File: src/design/bmpse_pkg.sv
`timescale 1ns / 1ps

package bmpse_pkg;

    // Header layout and magic bytes
    localparam int unsigned HEADER_BYTES = 14;
    localparam logic [7:0]  MAGIC_B      = 8'h42;
    localparam logic [7:0]  MAGIC_M      = 8'h4D;

    // Widths fixed by the file format and the register
    localparam int unsigned POS_W        = 32;
    localparam int unsigned PLEN_W       = 29;
    localparam int unsigned NEED_W       = 33;
    localparam int unsigned LENGTH_BITS_DEF = 32;

    typedef enum logic [2:0] {
        ROLE_HEADER = 3'd0,
        ROLE_PRE    = 3'd1,
        ROLE_LEN    = 3'd2,
        ROLE_PAY    = 3'd3,
        ROLE_POST   = 3'd4
    } role_t;

    typedef enum logic [1:0] {
        ERR_NONE   = 2'd0,
        ERR_MAGIC  = 2'd1,
        ERR_OFFSET = 2'd2,
        ERR_SPACE  = 2'd3
    } err_t;

    typedef struct packed {
        logic [7:0] image_byte;
        logic [7:0] payload_byte;
        logic       file_last;
    } in_item_t;

    typedef struct packed {
        logic [7:0] out_byte;
        role_t      byte_role;
        err_t       error_code;
        logic       payload_advance;
        logic       out_last;
    } out_item_t;

    // Header parser status seen by the embed datapath
    typedef struct packed {
        err_t        err;
        logic [31:0] pixel_offset;
    } hdr_status_t;

endpackage

File: src/design/bmpse_if.sv
`timescale 1ns / 1ps

interface bmpse_in_if;
    logic                valid;
    logic                ready;
    bmpse_pkg::in_item_t data;

    modport source (output valid, output data, input ready);
    modport sink   (input valid, input data, output ready);
endinterface

interface bmpse_out_if;
    logic                 valid;
    logic                 ready;
    bmpse_pkg::out_item_t data;

    modport source (output valid, output data, input ready);
    modport sink   (input valid, input data, output ready);
endinterface

File: src/design/bmpse_hdr.sv
`timescale 1ns / 1ps

module bmpse_hdr
(
    input  logic                                clk,
    input  logic                                rst_n,
    input  logic                                take,
    input  logic                                in_hdr,
    input  logic [3:0]                          pos_lo,
    input  logic [7:0]                          image_byte,
    input  logic [bmpse_pkg::NEED_W-1:0]        need,
    output bmpse_pkg::hdr_status_t              status
);

    logic [7:0]      first_reg, first_next;
    logic [31:0]     size_reg, size_next;
    logic [31:0]     off_reg, off_next;
    bmpse_pkg::err_t err_reg, err_next;
    logic [31:0]     room;
    logic [1:0]      lane;

    // Parse header bytes and run the end-of-header checks
    always_comb
    begin
        first_next = first_reg;
        size_next  = size_reg;
        off_next   = off_reg;
        err_next   = err_reg;
        // Byte lane within the 32-bit field; wraps so offsets 2 and 10 map to lane 0
        lane       = pos_lo[1:0] - 2'd2;
        if (in_hdr)
        begin
            case (pos_lo) inside
                4'd0:
                begin
                    size_next  = '0;
                    off_next   = '0;
                    err_next   = bmpse_pkg::ERR_NONE;
                    first_next = image_byte;
                end
                4'd1:
                begin
                    if (first_reg != bmpse_pkg::MAGIC_B || image_byte != bmpse_pkg::MAGIC_M)
                        err_next = bmpse_pkg::ERR_MAGIC;
                end
                [4'd2:4'd5]:
                    size_next[8*lane +: 8] = size_reg[8*lane +: 8] | image_byte;
                [4'd10:4'd13]:
                    off_next[8*lane +: 8] = off_reg[8*lane +: 8] | image_byte;
                default:
                    ;
            endcase
        end
        room = size_reg - off_next;
        if (in_hdr && pos_lo == 4'd13 && err_reg == bmpse_pkg::ERR_NONE)
        begin
            if (off_next < 32'(bmpse_pkg::HEADER_BYTES) || off_next > size_reg)
                err_next = bmpse_pkg::ERR_OFFSET;
            else if (need > {1'b0, room})
                err_next = bmpse_pkg::ERR_SPACE;
        end
    end

    // Hold header fields between transfers
    always_ff @(posedge clk or negedge rst_n)
    begin
        if (!rst_n)
        begin
            first_reg <= '0;
            size_reg  <= '0;
            off_reg   <= '0;
            err_reg   <= bmpse_pkg::ERR_NONE;
        end
        else if (take)
        begin
            first_reg <= first_next;
            size_reg  <= size_next;
            off_reg   <= off_next;
            err_reg   <= err_next;
        end
    end

    assign status.err          = err_next;
    assign status.pixel_offset = off_reg;

endmodule

File: src/design/bmp_lsb_stego_embed_core.sv
`timescale 1ns / 1ps

// Channel   | Dir | Payload                                              | Handshake
// ----------+-----+------------------------------------------------------+----------
// image     | in  | image_byte, payload_byte, file_last                  | valid/ready
// result    | out | out_byte, byte_role, error_code, payload_advance,    | valid/ready
//           |     | out_last                                             |
// cfg       | in  | cfg_wr_data (payload_length)                         | cfg_wr_en
//
// One byte per cycle while the result sink is not stalled; each byte's result appears
// in the cycle after its transfer. The output register frees its slot in the same
// cycle it is taken, so input ready only drops when a result is held and the sink is
// stalled. Reset clears position, header fields, error and payload_length.

module bmp_lsb_stego_embed_core
#(
    parameter int unsigned LENGTH_BITS = bmpse_pkg::LENGTH_BITS_DEF
)
(
    input  logic                          clk,
    input  logic                          rst_n,
    bmpse_in_if.sink                      image,
    bmpse_out_if.source                   result,
    input  logic                          cfg_wr_en,
    input  logic [bmpse_pkg::PLEN_W-1:0]  cfg_wr_data
);

    localparam logic [bmpse_pkg::NEED_W-1:0] LB_W = bmpse_pkg::NEED_W'(LENGTH_BITS);
    localparam logic [2:0]                   LB_LO = 3'(LENGTH_BITS);

    logic [bmpse_pkg::PLEN_W-1:0] plen_reg;
    logic [bmpse_pkg::NEED_W-1:0] need_reg;
    logic [31:0]                  pos_reg, pos_next;
    bmpse_pkg::out_item_t         out_reg, out_next;
    logic                         out_valid_reg;
    logic                         take;
    logic                         in_hdr;
    bmpse_pkg::hdr_status_t       hdr;
    logic [31:0]                  rel;
    logic [31:0]                  plen32;
    logic [2:0]                   k;

    assign take        = image.valid && image.ready;
    assign image.ready = !out_valid_reg || result.ready;
    assign in_hdr      = (pos_reg < 32'(bmpse_pkg::HEADER_BYTES));

    // Latch the length register and the room it needs
    always_ff @(posedge clk or negedge rst_n)
    begin
        if (!rst_n)
        begin
            plen_reg <= '0;
            need_reg <= LB_W;
        end
        else if (cfg_wr_en)
        begin
            plen_reg <= cfg_wr_data;
            need_reg <= {1'b0, cfg_wr_data, 3'b000} + LB_W;
        end
    end

    bmpse_hdr u_hdr
    (
        .clk        (clk),
        .rst_n      (rst_n),
        .take       (take),
        .in_hdr     (in_hdr),
        .pos_lo     (pos_reg[3:0]),
        .image_byte (image.data.image_byte),
        .need       (need_reg),
        .status     (hdr)
    );

    // Classify the byte and replace its LSB where a bit is hidden
    always_comb
    begin
        rel    = pos_reg - hdr.pixel_offset;
        plen32 = {3'b000, plen_reg};
        k      = rel[2:0] - LB_LO;
        out_next.out_byte        = image.data.image_byte;
        out_next.byte_role       = bmpse_pkg::ROLE_POST;
        out_next.error_code      = hdr.err;
        out_next.payload_advance = 1'b0;
        out_next.out_last        = image.data.file_last;
        if (in_hdr)
            out_next.byte_role = bmpse_pkg::ROLE_HEADER;
        else if (hdr.err != bmpse_pkg::ERR_NONE)
            out_next.byte_role = bmpse_pkg::ROLE_POST;
        else if (pos_reg < hdr.pixel_offset)
            out_next.byte_role = bmpse_pkg::ROLE_PRE;
        else if ({1'b0, rel} < LB_W)
        begin
            out_next.out_byte[0] = plen32[rel[4:0]];
            out_next.byte_role   = bmpse_pkg::ROLE_LEN;
        end
        else if ({1'b0, rel} < need_reg)
        begin
            out_next.out_byte[0]     = image.data.payload_byte[k];
            out_next.byte_role       = bmpse_pkg::ROLE_PAY;
            out_next.payload_advance = (k == 3'd7);
        end
    end

    // Advance the byte position, restarting after the last byte and saturating on very long files
    always_comb
    begin
        if (image.data.file_last)
            pos_next = '0;
        else if (&pos_reg)
            pos_next = pos_reg;
        else
            pos_next = pos_reg + 32'd1;
    end

    always_ff @(posedge clk or negedge rst_n)
    begin
        if (!rst_n)
            pos_reg <= '0;
        else if (take)
            pos_reg <= pos_next;
    end

    // Hold the result until the sink takes it
    always_ff @(posedge clk or negedge rst_n)
    begin
        if (!rst_n)
            out_valid_reg <= 1'b0;
        else if (take)
            out_valid_reg <= 1'b1;
        else if (result.ready)
            out_valid_reg <= 1'b0;
    end

    always_ff @(posedge clk)
    begin
        if (take)
            out_reg <= out_next;
    end

    assign result.valid = out_valid_reg;
    assign result.data  = out_reg;

endmodule

File: src/flat_wrapper.sv
// flat-port wrapper written by rule: the top's interface ports become plain ports
module bmp_lsb_stego_embed_core_flat 
#(
    parameter int unsigned LENGTH_BITS = bmpse_pkg::LENGTH_BITS_DEF
)
  (clk, rst_n, cfg_wr_en, cfg_wr_data, image_valid, image_data, image_ready, result_valid, result_data, result_ready);
  bmpse_in_if image_i ();
  bmpse_out_if result_i ();
  input  logic clk;
  input  logic rst_n;
  input  logic cfg_wr_en;
  input  logic [bmpse_pkg::PLEN_W-1:0] cfg_wr_data;
  input wire logic [$bits(image_i.valid)-1:0] image_valid;
  input wire logic [$bits(image_i.data)-1:0] image_data;
  output wire logic [$bits(image_i.ready)-1:0] image_ready;
  output wire logic [$bits(result_i.valid)-1:0] result_valid;
  output wire logic [$bits(result_i.data)-1:0] result_data;
  input wire logic [$bits(result_i.ready)-1:0] result_ready;
  assign image_i.valid = image_valid;
  assign image_i.data = image_data;
  assign image_ready = image_i.ready;
  assign result_valid = result_i.valid;
  assign result_data = result_i.data;
  assign result_i.ready = result_ready;
  bmp_lsb_stego_embed_core #(.LENGTH_BITS(LENGTH_BITS)) u_core (.clk(clk), .rst_n(rst_n), .image(image_i), .result(result_i), .cfg_wr_en(cfg_wr_en), .cfg_wr_data(cfg_wr_data));
endmodule
File: config.mk
export PLATFORM = sky130hd
export DESIGN_NAME = bmp_lsb_stego_embed_core_flat
export DESIGN_NICKNAME = d
export VERILOG_FILES = /design/src/design/bmpse_pkg.sv /design/src/design/bmpse_if.sv /design/src/design/bmpse_hdr.sv /design/src/design/bmp_lsb_stego_embed_core.sv /design/src/flat_wrapper.sv
export SDC_FILE = /design/constraint.sdc
export NUM_CORES = 1
export LEC_CHECK = 0
export ABC_CLOCK_PERIOD_IN_PS = 15100
export BUFFER_PORTS_ARGS = -buffer_cell sky130_fd_sc_hd__buf_4
export CAP_MARGIN = 20
export CORE_ASPECT_RATIO = 1.1
export CORE_UTILIZATION = 55
export DETAILED_ROUTE_END_ITERATION = 12
export GPL_ROUTABILITY_DRIVEN = 0
export MAX_ROUTING_LAYER = met4
export PLACE_DENSITY = 0.81
export RECOVER_POWER = 50
export SLEW_MARGIN = 20
export SYNTH_ARGS = -nofsm -noshare
export SYNTH_HDL_FRONTEND = slang
export SYNTH_HIERARCHICAL = 1
export SYNTH_SLANG_ARGS = --single-unit
File: constraint.sdc
create_clock -name clk -period 15.1 [get_ports clk]
set_input_delay 0.755 -clock clk [delete_from_list [all_inputs] [get_ports clk]]
set_output_delay 0.755 -clock clk [all_outputs]
set_load 0.02 [all_outputs]
* Word-level counts from Yosys, hierarchy flattened
Cells that the tools add are included.
** Word-level totals
- Register bits after elaboration :: 184
- Bits in latches :: 0
- RAM bits :: 0
- ROM bits :: 0
- Output and inout bits :: 17
- Logic and storage cells :: 102
- Memories kept :: 0
** Cells by class
- $add $sub $neg :: 6
- $mul :: 0
- Divide/modulo/power cells :: 0
- Magnitude comparators :: 13
- Equality and inequality tests :: 7
- Shift operators :: 5
- Multiplexer cells :: 32
- Bitwise gates (word level) :: 3
- Reduce and logical (&&, ||, !) cells :: 21
** Operators with widths (count)
- $mux W32 :: 10
- $shiftx A8 B34 Y32 :: 2
- $bwmux W32 :: 2
- $lt A32 B4 Y1 const B :: 2
- $shiftx A32 B6 Y8 :: 2
- $sub A32 B32 Y32 :: 2
- $neg A5 Y34 :: 1
- $shift A8 B34 Y32 const A :: 1
- $add A32 B6 Y33 const B :: 1
- $gt A33 B32 Y1 :: 1
- $lt A32 B33 Y1 :: 1
- $add A32 B1 Y32 const B :: 1
- $gt A32 B32 Y1 :: 1
- $lt A32 B32 Y1 :: 1
- $lt A32 B6 Y1 const B :: 1
- $reduce_and A32 Y1 :: 1
- $ne A8 B7 Y1 const B :: 2
- $or A8 B8 Y8 :: 2
- $mux W2 :: 7
- $mux W4 :: 2
- $mux W1 :: 7
- $lt A5 B6 Y1 const B :: 1
- $mux W3 :: 2
- $reduce_bool A2 Y1 :: 3
- 24 further kinds :: 31

* Depth between registers and ports, before layout
- Depth after elaboration :: 18
- Gate-level depth with buffers :: 37

* Modules after synthesis
The synthesis kept the hierarchy.
** By module, submodules not included
- bmp_lsb_stego_embed_core :: instances 1, cells each 884, area an instance 7783.7 µm², sequential area each 2703.8 µm²
- bmpse_hdr :: instances 1, cells each 759, area an instance 6721.4 µm², sequential area each 1851.8 µm²

* Worst setup path after synthesis
Ideal clock, no wire load.
- Path type :: register -> register
- Start point :: reg u_core.pos_reg[0]
- End point :: reg u_core.out_reg (netlist bit u_core/result.data[1]) (data pin)
- Setup time :: 139 ps
- Arrival :: 7513 ps
- Required time :: 14961 ps
- Path slack :: 7448 ps
- Cell stages (with the launch flop) :: 32
- Buffers on the path :: 2
- Cells stage by stage :: dfrtp_1 buf_6 buf_2 inv_1 ha_1 nor3b_2 nor2_1 o21ai_1 a22oi_1 ha_1 a21o_1 a21o_1 a21o_1 a211o_1 or2_2 a21o_1 a31o_2 a21oi_4 xor2_1 ha_1 nand3_1 nor2_1 nand2_1 or4_1 o21ai_0 a21oi_1 nand2b_1 a31o_1 nor2_1 or4b_2 or4_1 nor2_1
** RTL lines
- start, declared :: RTL line bmp_lsb_stego_embed_core.sv:33 : logic [31:0] pos_reg, pos_next;
- start signal, assigned :: RTL line bmp_lsb_stego_embed_core.sv:120 : pos_reg <= pos_next;
- end signal, assigned :: RTL line bmp_lsb_stego_embed_core.sv:137 : out_reg <= out_next;
- end, declared :: RTL line bmp_lsb_stego_embed_core.sv:34 : bmpse_pkg::out_item_t out_reg, out_next;

==> results list <==
- Run status: finished, violations left
- The checks that failed: capacitance limit, slew limit.
* EDFF count, synth: 15
- Routed wire length: about 45000 µm
- Largest cells by area after synthesis: sky130_fd_sc_hd__dfrtp_1 (28%), sky130_fd_sc_hd__ha_1 (11%), sky130_fd_sc_hd__a21oi_1 (4.1%)
- Summed over all failing endpoints, the final setup total negative slack is 0 ps.
* Largest fanout on the critical path: 31
- H-tree depth reported by CTS: 4
* Share of the core filled with cells: 61.6%
- The number of global-route vias before repair is roughly 13000.
- The largest single stage delay on the critical path is around 660 ps.
- Data arrives at the worst endpoint at 8620 ps.
* Most frequently used cell type in the post-synthesis netlist: sky130_fd_sc_hd__dfrtp_1
- Antenna violations before repair: 1
- After detailed routing, the average wire length per cell comes to roughly 22 µm.
- After clock tree synthesis, the flow added hold-fix buffers numbering 0.
- Final Setup Violations: 0
- Max-cap violations in this run came to 4.
- Top FF cell, synth: sky130_fd_sc_hd__dfrtp_1
- Once the floorplan was initialized, standard cells occupied a little under three fifths of the core.
* Die Width: between 150 and 200 µm
- The worst-case IR drop observed on VDD is 0.0830 mV.
- The critical path contains buffers and inverters numbering 2 combined.
* Avg Inst Size Synth: about 8.8 µm²
- The kind of cell with the highest combined delay along the critical path is simple AND/OR/NAND/NOR gates.
- The area growth from synthesis to layout is 8.55%.
- Setup repair after global routing missed its margin: false
* Maximum clock path buffer count: 2
- approximately 70 I/O pins were placed.
- The final critical path takes up between 50% and 60% of the cycle.
- Clock skew on the completed layout was measured at between 10 and 15 ps.
* Master cell of the clock root buffer: sky130_fd_sc_hd__clkbuf_16
- Post-synthesis instance area: between 10000 and 15000 µm²
- Timing-limited maximum frequency: approximately 120 MHz
- For this run, asynchronously set or reset flops after synthesis account for a little over 90%.
* # nets final: approximately 1900
- Fraction of power spent switching nets: around 41%
- Final Critical Period: ~8300 ps
- STA classifies the critical path startpoint as a flop.
* Pin count of the biggest net entering global routing: 92
- Max stage delay cell, worst path: sky130_fd_sc_hd__or4b_2
- In this run the worst hold path is classified as primary input to flop.
* Full die area: about 27000 µm²
- Fraction of layout cells with a size suffix above 1: a little over 10%
- By startpoint and endpoint, the worst setup path is classified as flop to flop.
- In this run the tightest slew margin relative to its limit is -231%.
- In the synthesized netlist, the cells that appear most often are sky130_fd_sc_hd__dfrtp_1 (163), sky130_fd_sc_hd__nand2_1 (157), sky130_fd_sc_hd__nor2_1 (155).
- The total count of max-transition violations in the final report was around 300.
* Post-CTS setup buffer count: 0
- TritonCTS built the clock tree.
* Insertion delay of the later-clocked pin in the worst-skew pair: approximately 440 ps
- Buffers on Ports: 67
* Seq cells post-synth: between 150 and 200
- Summed over all layers, the global routing overflow is 0.
* Placed wire-length estimate: about 34000 µm
- The number of failing hold endpoints at the final stage came to 0.
- The internal portion of the total power is 1.19 mW.
* Power per cell area: ~130 nW/µm²
- In this run the power spent charging and discharging nets is between 0.8 and 0.9 mW.
* Num Clock Sinks: between 150 and 200
* Crit. End Element: flop
- Summing over every cut layer, the via total after detailed routing is roughly 14000.
- Iteration-0 DRC Markers: around 1800
- Share of Yosys cell area claimed by the top area cell type: ~28%
- Summed over all cells, the static leakage comes to approximately 7 nW.
* Number of routed nets with antenna violations: 0
- The first global-routing pass estimated roughly 71000 µm of wire.
* Clock slew at reported path FFs: 70 ps
- # rows: 61
- The pre-antenna-repair detailed-routing pass consisted of 8 iterations.
* Die height: ~170 µm
- sky130_fd_sc_hd__dfrtp_1 takes more of the synthesized area than any other cell.
* Proportion of synthesized chip area in sequential cells: a little under a third
* Number of distinct library cells after synthesis: between 100 and 150
- After detailed routing, the number of vias per cell comes to about 6.7.
* Core area: 25600 µm²
- In the synthesized netlist, the number of instances is roughly 1600.
- Buffers inserted during clock tree synthesis total 17.
- At the pin with the least slew margin, the transition time is 4960 ps.
- Per report_power, the sequential group accounts for about 29% of the total.
- Data on the critical path is required at its endpoint by about 15000 ps.
- Combinational Power Share: 49.2%
* Total of warnings raised by yosys: 6
* Remaining design rule violation count: 0
* Total GRT Usage: around 36%
- In this run, the clock network consumes 22.0% of the power.
* Gates resized, CTS repair: 0
routing by layer:
| metal | track usage (%) | part of all wire [%] | vias to the layer above |
|---|---|---|---|
| li1 | - | - | 6113 |
| met1 | 42.7 | 37 | 6483 |
| met2 | 53.9 | 45 | 882 |
| met3 | 8.07 | 10 | 234 |
| met4 | 23.8 | 7.0 | 0 |
| met5 | - | 0 | - |
worst register-to-register path: cells and delay by family (launching register included):
family	cells	cell delay [ps]
simple gates	12	3560
compound gates	12	2720
xor+xnor	1	90
fa+ha+maj	3	1010
buf+inv	2	510
flops	1	320
cells in the final DEF, fill, tap and decap left out, types with 16 or more instances in the layout:
cell,Yosys,routed
sky130_fd_sc_hd__ha_1,129,129
sky130_fd_sc_hd__and3_1,20,20
sky130_fd_sc_hd__inv_1,99,99
sky130_fd_sc_hd__nand3_1,41,41
sky130_fd_sc_hd__a21o_1,48,48
sky130_fd_sc_hd__nand2_1,157,157
sky130_fd_sc_hd__nand4_1,37,37
sky130_fd_sc_hd__clkbuf_1,37,32
sky130_fd_sc_hd__nand2b_1,22,22
sky130_fd_sc_hd__nor3_1,16,16
sky130_fd_sc_hd__xnor2_1,41,41
sky130_fd_sc_hd__o21ai_0,114,114
sky130_fd_sc_hd__a22oi_1,30,30
sky130_fd_sc_hd__nor2_1,155,155
sky130_fd_sc_hd__buf_4,1,45
sky130_fd_sc_hd__a21oi_1,120,119
sky130_fd_sc_hd__dfrtp_1,163,163
sky130_fd_sc_hd__o21a_1,17,17
sky130_fd_sc_hd__mux4_2,24,24
sky130_fd_sc_hd__clkbuf_16,0,17
sky130_fd_sc_hd__nor2b_1,18,18
sky130_fd_sc_hd__xor2_1,52,52
sky130_fd_sc_hd__mux2_2,34,34
logic make-up after synthesis:
group / count (synthesis) / synth area share, %
muxes: 70 / 7.23
buffers and inverters: 153 / 4.22
AOI/OAI and AO/OA: 474 / 21.9
DFF: 179 / 31.4
and+or+nand+nor: 540 / 18.1
other: 1 / 0.0259
adders and majority gates: 133 / 11.5
xor gates and xnor gates: 93 / 5.62
worst paths after layout:
kind                                           start                         to  slack (ps)  cells after the start
max                                u_core/pos_reg[1]      u_core/result.data[1]        6780                     30
min                                   cfg_wr_data[2]         u_core/need_reg[5]         500                      2
max reg2reg                        u_core/pos_reg[1]      u_core/result.data[1]        6780                     30
min reg2reg                u_core/u_hdr/first_reg[6]  u_core/u_hdr/first_reg[6]         500                      1
max in group asynchronous                      rst_n   u_core/u_hdr/size_reg[3]        7670                      2
min in group asynchronous                      rst_n         u_core/pos_reg[17]        2110                      1
per-stage QoR:
step           setup slack, ps  cells  hold slack, ps  instance area, µm²  power (mW)
2_1_floorplan             7450   1645             459               14500        1.29
3_3_place_gp              7360   2013             484               15300        1.49
3_5_place_dp              7060   2013             494               15300        1.53
4_1_cts                   7000   2045             425               15800        1.98
5_1_grt                   6240   2046             484               15700        2.13
6_report                  6780   2046             495               15700        2.00
cell type report:
cell class              count  area [µm²]
repair buffers             75         454
multi-input cells        1313        9350
diodes                      1        2.50
well taps                 346         433
inverters                 100         375
fillers                  2115        9820
clock inverters             9        92.6
clock buffers              23         478
flip-flops and latches    179        4560
power groups by stage:
stage          Clock (mW)  Combinational [mW]  Sequential (mW)
3_3_place_gp            0               0.915            0.579
5_1_grt             0.465                1.08            0.580
6_report            0.439               0.985            0.577
3_5_place_dp            0               0.952            0.582
2_1_floorplan           0               0.722            0.566
4_1_cts             0.441               0.961            0.573
Note: power is estimated with default switching activity, not from simulation.
